File: src/design/hgdb_pkg.sv
`timescale 1ns / 1ps
// ----------------------------------------------------------------------------
// hgdb_pkg
// shared types, constants and helpers of the haar gradient descriptor binner
// ----------------------------------------------------------------------------
package hgdb_pkg;

    localparam int GRID_SIDE   = 20;
    localparam int CELL_SIDE   = 5;
    localparam int NUM_POINTS  = GRID_SIDE * GRID_SIDE;
    localparam int CELLS_ROW   = GRID_SIDE / CELL_SIDE;
    localparam int NUM_CELLS   = CELLS_ROW * CELLS_ROW;
    localparam int NUM_ENTRIES = NUM_CELLS * 4;
    localparam int ACC_W       = 46;
    localparam int WIDE_W      = 56;
    localparam int TOTAL_W     = 38;
    localparam int QUOT_W      = 31;

    localparam logic [2:0] CFG_SHIFT   = 3'd0;
    localparam logic [2:0] CFG_GAIN    = 3'd1;
    localparam logic [2:0] CFG_ABS_W   = 3'd2;
    localparam logic [2:0] CFG_SIMPLE  = 3'd3;
    localparam logic [2:0] CFG_TEXTURE = 3'd4;

    typedef struct packed {
        logic signed [31:0] grad_x;
        logic signed [31:0] grad_y;
        logic signed [15:0] gauss_weight;
    } t_in_item;

    typedef struct packed {
        logic signed [31:0] descriptor_value;
        logic               last;
    } t_out_item;

    typedef enum logic [11:0] {
        S_LOAD    = 12'b0000_0000_0001,
        S_WRWAIT  = 12'b0000_0000_0010,
        S_LIMIT   = 12'b0000_0000_0100,
        S_BIN     = 12'b0000_0000_1000,
        S_DRAIN   = 12'b0000_0001_0000,
        S_ENTRY   = 12'b0000_0010_0000,
        S_ENTWAIT = 12'b0000_0100_0000,
        S_DIVINIT = 12'b0000_1000_0000,
        S_DIV     = 12'b0001_0000_0000,
        S_ERD     = 12'b0010_0000_0000,
        S_EMUL    = 12'b0100_0000_0000,
        S_EOUT    = 12'b1000_0000_0000
    } t_state;

    typedef struct packed {
        logic       in_take;
        logic [8:0] wr_addr;
        logic       load_limit;
        logic       clear_acc;
        logic       bin_issue;
        logic [3:0] cell_idx;
        logic [3:0] dx;
        logic [3:0] dy;
        logic       ent_go;
        logic [1:0] ent_k;
        logic       div_init;
        logic       div_step;
        logic       div_first;
        logic       ent_read;
        logic [5:0] ent_idx;
        logic       mul_go;
        logic       load_out;
        logic       out_last;
    } t_cmd;

    typedef struct packed {
        logic simple;
        logic out_free;
    } t_stat;

    function automatic logic signed [31:0] sat32(input logic signed [WIDE_W-1:0] v);
        logic signed [WIDE_W-1:0] hi;
        logic signed [WIDE_W-1:0] lo;
        hi = WIDE_W'(32'sh7FFF_FFFF);
        lo = -hi - WIDE_W'(1);
        if (v > hi) begin
            return 32'sh7FFF_FFFF;
        end else if (v < lo) begin
            return 32'sh8000_0000;
        end
        return v[31:0];
    endfunction

endpackage

File: src/design/hgdb_ctrl.sv
`timescale 1ns / 1ps
// ----------------------------------------------------------------------------
// hgdb_ctrl
// sequencer: load, clip and bin, entry forming, reciprocal, emission
// ----------------------------------------------------------------------------
module hgdb_ctrl (
    input  logic          i_clk,
    input  logic          i_rst_n,
    input  logic          i_in_valid,
    input  hgdb_pkg::t_stat i_stat,
    output hgdb_pkg::t_cmd  o_cmd,
    output logic          o_in_stall
);
    import hgdb_pkg::*;

    t_state     r_state, n_state;
    logic [8:0] r_count, n_count;
    logic [3:0] r_cell, n_cell;
    logic [3:0] r_dx, n_dx;
    logic [3:0] r_dy, n_dy;
    logic [1:0] r_drain, n_drain;
    logic [1:0] r_k, n_k;
    logic [4:0] r_div, n_div;
    logic [5:0] r_idx, n_idx;
    logic [3:0] lo, hi;
    logic       take;

    assign lo         = i_stat.simple ? 4'd3 : 4'd1;
    assign hi         = i_stat.simple ? 4'd7 : 4'd9;
    assign o_in_stall = (r_state != S_LOAD);
    assign take       = i_in_valid && (r_state == S_LOAD);

    always_comb begin
        n_state = r_state;
        n_count = r_count;
        n_cell  = r_cell;
        n_dx    = r_dx;
        n_dy    = r_dy;
        n_drain = r_drain;
        n_k     = r_k;
        n_div   = r_div;
        n_idx   = r_idx;

        o_cmd            = '0;
        o_cmd.in_take    = take;
        o_cmd.wr_addr    = r_count;
        o_cmd.cell_idx   = r_cell;
        o_cmd.dx         = r_dx;
        o_cmd.dy         = r_dy;
        o_cmd.ent_k      = r_k;
        o_cmd.div_first  = (r_div == 5'd0);
        o_cmd.ent_idx    = r_idx;
        o_cmd.out_last   = (r_idx == 6'(NUM_ENTRIES - 1));

        unique case (r_state)
            S_LOAD: begin
                if (take) begin
                    if (r_count == 9'(NUM_POINTS - 1)) begin
                        n_count = '0;
                        n_state = S_WRWAIT;
                    end else begin
                        n_count = r_count + 9'd1;
                    end
                end
            end
            S_WRWAIT: begin
                n_state = S_LIMIT;
            end
            S_LIMIT: begin
                o_cmd.load_limit = 1'b1;
                o_cmd.clear_acc  = 1'b1;
                n_cell  = '0;
                n_dx    = lo;
                n_dy    = lo;
                n_state = S_BIN;
            end
            S_BIN: begin
                o_cmd.bin_issue = 1'b1;
                if (r_dx == hi) begin
                    n_dx = lo;
                    if (r_dy == hi) begin
                        n_drain = '0;
                        n_state = S_DRAIN;
                    end else begin
                        n_dy = r_dy + 4'd1;
                    end
                end else begin
                    n_dx = r_dx + 4'd1;
                end
            end
            S_DRAIN: begin
                n_drain = r_drain + 2'd1;
                if (r_drain == 2'd2) begin
                    n_k     = '0;
                    n_state = S_ENTRY;
                end
            end
            S_ENTRY: begin
                o_cmd.ent_go = 1'b1;
                n_k = r_k + 2'd1;
                if (r_k == 2'd3) begin
                    o_cmd.clear_acc = 1'b1;
                    if (r_cell == 4'(NUM_CELLS - 1)) begin
                        n_state = S_ENTWAIT;
                    end else begin
                        n_cell  = r_cell + 4'd1;
                        n_dx    = lo;
                        n_dy    = lo;
                        n_state = S_BIN;
                    end
                end
            end
            S_ENTWAIT: begin
                n_state = S_DIVINIT;
            end
            S_DIVINIT: begin
                o_cmd.div_init = 1'b1;
                n_div   = '0;
                n_state = S_DIV;
            end
            S_DIV: begin
                o_cmd.div_step = 1'b1;
                n_div = r_div + 5'd1;
                if (r_div == 5'(QUOT_W - 1)) begin
                    n_idx   = '0;
                    n_state = S_ERD;
                end
            end
            S_ERD: begin
                o_cmd.ent_read = 1'b1;
                n_state = S_EMUL;
            end
            S_EMUL: begin
                o_cmd.mul_go = 1'b1;
                n_state = S_EOUT;
            end
            S_EOUT: begin
                if (i_stat.out_free) begin
                    o_cmd.load_out = 1'b1;
                    n_idx = r_idx + 6'd1;
                    if (r_idx == 6'(NUM_ENTRIES - 1)) begin
                        n_state = S_LOAD;
                    end else begin
                        n_state = S_ERD;
                    end
                end
            end
            default: begin
                n_state = S_LOAD;
            end
        endcase
    end

    always_ff @(posedge i_clk) begin
        if (!i_rst_n) begin
            r_state <= S_LOAD;
            r_count <= '0;
            r_cell  <= '0;
            r_dx    <= '0;
            r_dy    <= '0;
            r_drain <= '0;
            r_k     <= '0;
            r_div   <= '0;
            r_idx   <= '0;
        end else begin
            r_state <= n_state;
            r_count <= n_count;
            r_cell  <= n_cell;
            r_dx    <= n_dx;
            r_dy    <= n_dy;
            r_drain <= n_drain;
            r_k     <= n_k;
            r_div   <= n_div;
            r_idx   <= n_idx;
        end
    end

endmodule

File: config.mk
export PLATFORM = sky130hd
export DESIGN_NAME = hgdb_ctrl
export DESIGN_NICKNAME = d
export VERILOG_FILES = /design/src/design/hgdb_pkg.sv /design/src/design/hgdb_ctrl.sv
export SDC_FILE = /design/constraint.sdc
export NUM_CORES = 1
export LEC_CHECK = 0
export ABC_AREA = 1
export BUFFER_PORTS_ARGS = -buffer_cell sky130_fd_sc_hd__buf_2
export CAP_MARGIN = 20
export CORE_MARGIN = 2
export CORE_UTILIZATION = 45
export DETAILED_ROUTE_END_ITERATION = 6
export PLACE_DENSITY = 0.76
export SKIP_LAST_GASP = 1
export SLEW_MARGIN = 10
export SYNTH_ARGS = -nofsm -noshare
export SYNTH_HDL_FRONTEND = slang
export SYNTH_SLANG_ARGS = --single-unit
File: constraint.sdc
create_clock -name i_clk -period 2.7 [get_ports i_clk]
set_input_delay 0.27 -clock i_clk [delete_from_list [all_inputs] [get_ports i_clk]]
set_output_delay 0.27 -clock i_clk [all_outputs]
set_load 0.01 [all_outputs]
==> results of run 1 <==
worst max-delay path, delay by kind of cell, from the launching register on:
| family | cells | cell delay (ns) |
|---|---|---|
| simple gates | 4 | 0.71 |
| flops | 1 | 0.34 |
| compound gates | 1 | 0.23 |
| buf+inv | 1 | 0.17 |
cells in the final DEF (no fill, tap or decap), types with 4 or more instances in the layout:
cell,count
a21oi_1,31
buf_2,46
clkbuf_8,6
dfxtp_1,48
ha_1,10
inv_1,59
inv_2,10
nand2_1,104
nand2_2,11
nand2_4,5
nand3_1,27
nand4_1,5
nor2_1,43
nor2_2,5
nor2_4,6
nor3_1,16
o21ai_0,18
o21ai_1,4
xor2_1,8
area by class of cell:
type / instances / area [µm²] / area share (%)
Timing Repair Buffer: 46 / 230 / 6.93
Tap cell: 77 / 96.3 / 2.90
Multi-Input combinational cell: 313 / 1680 / 50.7
Inverter: 69 / 259 / 7.79
Clock buffer: 7 / 86.3 / 2.60
Clock inverter: 1 / 7.51 / 0.226
Sequential cell: 48 / 961 / 28.9
per-layer routing:
layer	wire length (µm)	up-vias
li1	-	1477
met3	228	5
met5	0	-
met1	3200	1263
met2	3240	45
met4	84	0
path summary, 6_finish.rpt:
kind,from,endpoint,depth (start not counted)
max,r_state[11],o_cmd[29],6
min,i_stat[1],r_dx[1],3
max reg2reg,r_state[11],r_state[0],10
min reg2reg,r_drain[1],r_drain[1],2
power groups by stage:
stage / Sequential [mW] / Combinational (mW) / Clock (mW)
floorplan: 0.818 / 0.481 / 0
global placement: 0.813 / 0.614 / 0
detailed placement: 0.815 / 0.625 / 0
CTS: 0.798 / 0.628 / 0.472
global route: 0.807 / 0.701 / 0.495
finish: 0.798 / 0.629 / 0.459
metrics by stage:
| step | utilization, % | area (µm²) |
|---|---|---|
| 2_1_floorplan | - | 2920 |
| 3_3_place_gp | 51.2 | 3230 |
| 3_5_place_dp | 51.2 | 3230 |
| 4_1_cts | 52.7 | 3320 |
| 5_1_grt | 52.7 | 3320 |
| 6_report | 52.7 | 3320 |
flip-flops by register name, summed over array words and instances (netlist names):
| signal | flops |
|---|---|
| r_div | 5 |
| r_dy | 4 |
| r_idx | 6 |
| r_state | 12 |
| r_count | 9 |
| r_k | 2 |
| r_cell | 4 |
| r_drain | 2 |
| r_dx | 4 |
cells by family (layout without fill, tap and decap cells):
kind of cell,count (synthesis),after routing,synth area share (%)
xor+xnor,9,9,2.70
fa+ha+maj,10,10,4.28
simple gates,235,235,39.8
buf+inv,73,123,9.50
compound gates,59,59,10.8
flops,48,48,32.9
==> flow_summary.json, run 1 <==
{
  "hp-class": "in2reg",
  "finalSetupViolCount": 0,
  "core_area_um2": 6310,
  "ant_nets": 0,
  "area_growth_pct": 13.7,
  "cts_inserted_buffers": 5,
  "end_kind": "primary output",
  "grt_start_max_net_pins": 25,
  "max_stage_delay_ns": 0.34,
  "vias": 2790,
  "drv_cap": 0,
  "path_cells": "nor2_1 > nand2_1 > nor2_4 > nand2_2 > o21ai_0 > buf_2",
  "io_pins": 47,
  "sw_frac_of_total_pct": 38.2,
  "synth.distinct_cells": 35,
  "syn_avg_cell_area_um2": 6.73,
  "yosysSeqAreaShare_pct": 32.9,
  "synth_area_um2": 2920,
  "drt_wl_total_um": 6760,
  "design.die.area_um2": 7160,
  "finalHoldViolCount": 0,
  "grt_use_met2_pct": 32.5,
  "slew_headroom_pct": 40.1,
  "finalCritPeriodShare_pct": 75.5,
  "post_cts_buffers": 0,
  "grt_pass1_vias": 2594,
  "outcome": "finished clean",
  "overflow": 0,
  "power_frac_clock_pct": 24.3,
  "worst_ep_arrival_time_ns": 1.77,
  "instances_no_fill": 561,
  "busiest_layer": "met2",
  "whs_ns": 0.308,
  "grt_util_all_layers_pct": 19.2,
  "synth_common_cells": "104 x nand2_1, 59 x inv_1, 48 x dfxtp_1, 43 x nor2_1, 31 x a21oi_1",
  "clock-sinks": 48,
  "post-place-cells": 553,
  "cp_max_fo": 7,
  "cts_root_buf": "clkbuf_8",
  "drtIter0Drc": 150,
  "power.leakage_nw": 1.60,
  "path_clk_slew_ns": 0.09,
  "drtPass1Iterations": 4,
  "synthesis.nets": 449,
  "grt_pass1_wl_um": 11200,
  "fin_crit_ns": 2.04,
  "place_ws_ns": 0.945,
  "critPathLaunchType": "flip-flop",
  "power.density_nw_per_um2": 567,
  "cts_hold_buf": 0,
  "ys_ff_latch": 48,
  "maxSlewViolCount": 0,
  "fillers": 647,
  "tns_ns": 0,
  "combPwrFrac_pct": 33.3,
  "synth.top_cell.area_share_pct": 32.9,
  "drc_errors": 0,
  "sequentialPowerShare_pct": 42.3,
  "dp_hpwl_um": 5220,
  "num_antenna_cells": 0,
  "synthFlopType": "dfxtp_1",
  "drive_above_1_share_pct": 20.9,
  "internal_power_mw": 1.17,
  "syn_inst": 434,
  "clock_insertion_delay_worst_skew_ns": 0.31,
  "vdd_drop_max_uv": 282,
  "crit_type": "reg2out",
  "fmax_mhz": 490,
  "clockBufferDepth": 2,
  "crit_path_top_delay_cell": "dfxtp_1",
  "grt.met3_usage_pct": 3.15,
  "yosysMostFrequentCell": "nand2_1",
  "die_w_um": 84.6,
  "r2r_setup_slack_ns": 0.93,
  "io_buffers": 46,
  "routabilityCongestion": 0.857,
  "synth-edff-count": 0,
  "ys_async_sr_fraction_pct": 0,
  "fin_ws_ns": 0.661,
  "core.rowCount": 29,
  "nets": 498,
  "die_y_um": 84.6,
  "cp.required_ns": 2.43,
  "use_met1_pct": 24.1,
  "antenna_found_initial": 0,
  "synth_warnings": 0,
  "rsz0062_at_grt": "no",
  "total_power_mw": 1.89,
  "cts_tree": "yes",
  "h-tree-depth": 2,
  "start_util_pct": 46.3,
  "via_per_inst": 4.97,
  "ys_top_cells_by_area": "dfxtp_1 33%, nand2_1 13%, inv_1 7.6%",
  "yosysTopAreaCell": "dfxtp_1",
  "p_sw_mw": 0.720,
  "cts_resized": 0,
  "fin_skew_ns": 0.00658,
  "wl_per_cell_um": 12.0,
  "worst_pin_slew_ns": 0.897
}
No activity file was read; power rests on OpenSTA's default activity.
==> inputs of run 2 (changes only) <==
Clock period 2.7 ns to 2.1 ns, I/O delays scaled along.
==> run 2 against run 1 <==
Compared with the run above: global-route usage down 0.15 points; clock skew fell by 0.0012 ns; worst setup slack got worse by 0.55 ns; non-clock buffer count increased by 1; first-iteration DRC count rose by 5.3%; final area up 0.64%; via count grew 1.1%; sequential power is 29% higher; largest cell class unchanged.
==> flow_summary.json, run 2 (synthesis results as in run 1) <==
{
  "largest_register_ffs": 12,
  "antenna_found_initial": 0,
  "io_pins": 47,
  "die_w_um": 84.6,
  "drt_wl_total_um": 6700,
  "path_cells": "nor2_1 > nand2_1 > nor2_4 > nand2_2 > o21ai_0 > buf_2",
  "drive_above_1_share_pct": 21.0,
  "end_kind": "primary output",
  "core_area_um2": 6310,
  "worst_pin_slew_ns": 0.523,
  "drv_cap": 0,
  "clock_insertion_delay_worst_skew_ns": 0.30,
  "finalCritPeriodShare_pct": 94.9,
  "crit_path_top_delay_cell": "dfxtp_1",
  "finalHoldViolCount": 0,
  "h-tree-depth": 2,
  "mostFrequentLayoutCells": "104 x nand2_1, 59 x inv_1, 48 x dfxtp_1",
  "crit_type": "reg2out",
  "cts_hold_buf": 0,
  "final_common_cell": "nand2_1",
  "cts_root_buf": "clkbuf_8",
  "area_growth_pct": 14.5,
  "cp.required_ns": 1.89,
  "design.die.area_um2": 7160,
  "via_per_inst": 5.02,
  "vias": 2822,
  "vdd_drop_max_uv": 338,
  "finalSetupViolCount": 0,
  "overflow": 0,
  "drtIter0Drc": 158,
  "clock-sinks": 48,
  "grt_util_all_layers_pct": 19.0,
  "cts_resized": 0,
  "dp_hpwl_um": 5170,
  "slew_headroom_pct": 65.1,
  "max_stage_delay_ns": 0.34,
  "nets": 499,
  "grt_pass1_vias": 2616,
  "placed_cell_area_um2": 3240,
  "die_y_um": 84.6,
  "post_cts_buffers": 0,
  "drtPass1Iterations": 4,
  "worst_ep_arrival_time_ns": 1.78,
  "power.density_nw_per_um2": 750,
  "wl_per_cell_um": 11.9,
  "fin_skew_ns": 0.00536,
  "tns_ns": 0,
  "drc_errors": 0,
  "reg_top3": "r_state (12), r_count (9), r_idx (6)",
  "cts_inserted_buffers": 5,
  "outcome": "finished clean",
  "core.rowCount": 29,
  "cts_tree": "yes",
  "design_area_um2": 3350,
  "fin_crit_ns": 1.99,
  "hp-class": "in2reg",
  "cp_max_fo": 7,
  "power.leakage_nw": 1.62,
  "grt_start_max_net_pins": 16,
  "grt_pass1_wl_um": 11300,
  "rsz0062_at_grt": "no",
  "num_antenna_cells": 0,
  "regMostFlops": "r_state",
  "maxSlewViolCount": 0,
  "routabilityCongestion": 0.883,
  "critPathBufInv": 1,
  "ant_nets": 0,
  "path_clk_slew_ns": 0.09,
  "clockBufferDepth": 2,
  "fmax_mhz": 502,
  "path_delay_family": "simple AND/OR/NAND/NOR gates",
  "critPathLaunchType": "flip-flop",
  "io_buffers": 46,
  "start_util_pct": 46.3
}
run 2: layer usage:
layer  vias up  GRT usage (%)  part of all wire (%)
met1      1293           24.3                    47
met2        44           33.5                    48
li1       1479              -                     -
met5         -              0                     0
met4         0           5.48                   1.0
met3         6           2.46                   3.6
run 2: area by class of cell:
cell class	instances	area, µm²
well taps	77	96.3
inverters	69	259
multi-input cells	313	1680
clock inverters	2	35.0
clock buffers	6	72.6
repair buffers	47	238
flip-flops and latches	48	961
fillers	634	2970
run 2: final timing paths:
kind | from | end | slack, ns | cells past startpoint
setup / recovery | r_state[8] | o_cmd[29] | 0.11 | 6
hold / removal | i_stat[1] | r_dx[1] | 0.26 | 3
hold reg to reg | r_drain[1] | r_drain[1] | 0.47 | 2
setup reg to reg | r_state[8] | r_state[0] | 0.35 | 12
run 2: metrics by stage:
stage                     power (mW)  hold WS (ns)  utilization [%]  std cells  worst slack (ns)
after floorplan                 1.67         0.346                -        434             0.637
after global placement          1.84         0.452             51.3        554             0.425
after detailed placement        1.85         0.461             51.3        554             0.385
after CTS                       2.51         0.269             53.0        562             0.136
after global routing            2.67         0.294             53.0        562            0.0148
final                           2.51         0.262             53.0        562             0.108
run 2: report_power, final:
part,total (mW),switching (mW),internal [mW]
Combinational,0.807,0.547,0.260
Clock,0.672,0.318,0.354
Sequential,1.03,0.0588,0.971
Total,2.51,0.924,1.58
run 2: tightest hold or removal path, cell delays in order:
cell and delay, ns:
buf_2 0.15, a21oi_1 0.08, nor2_1 0.09
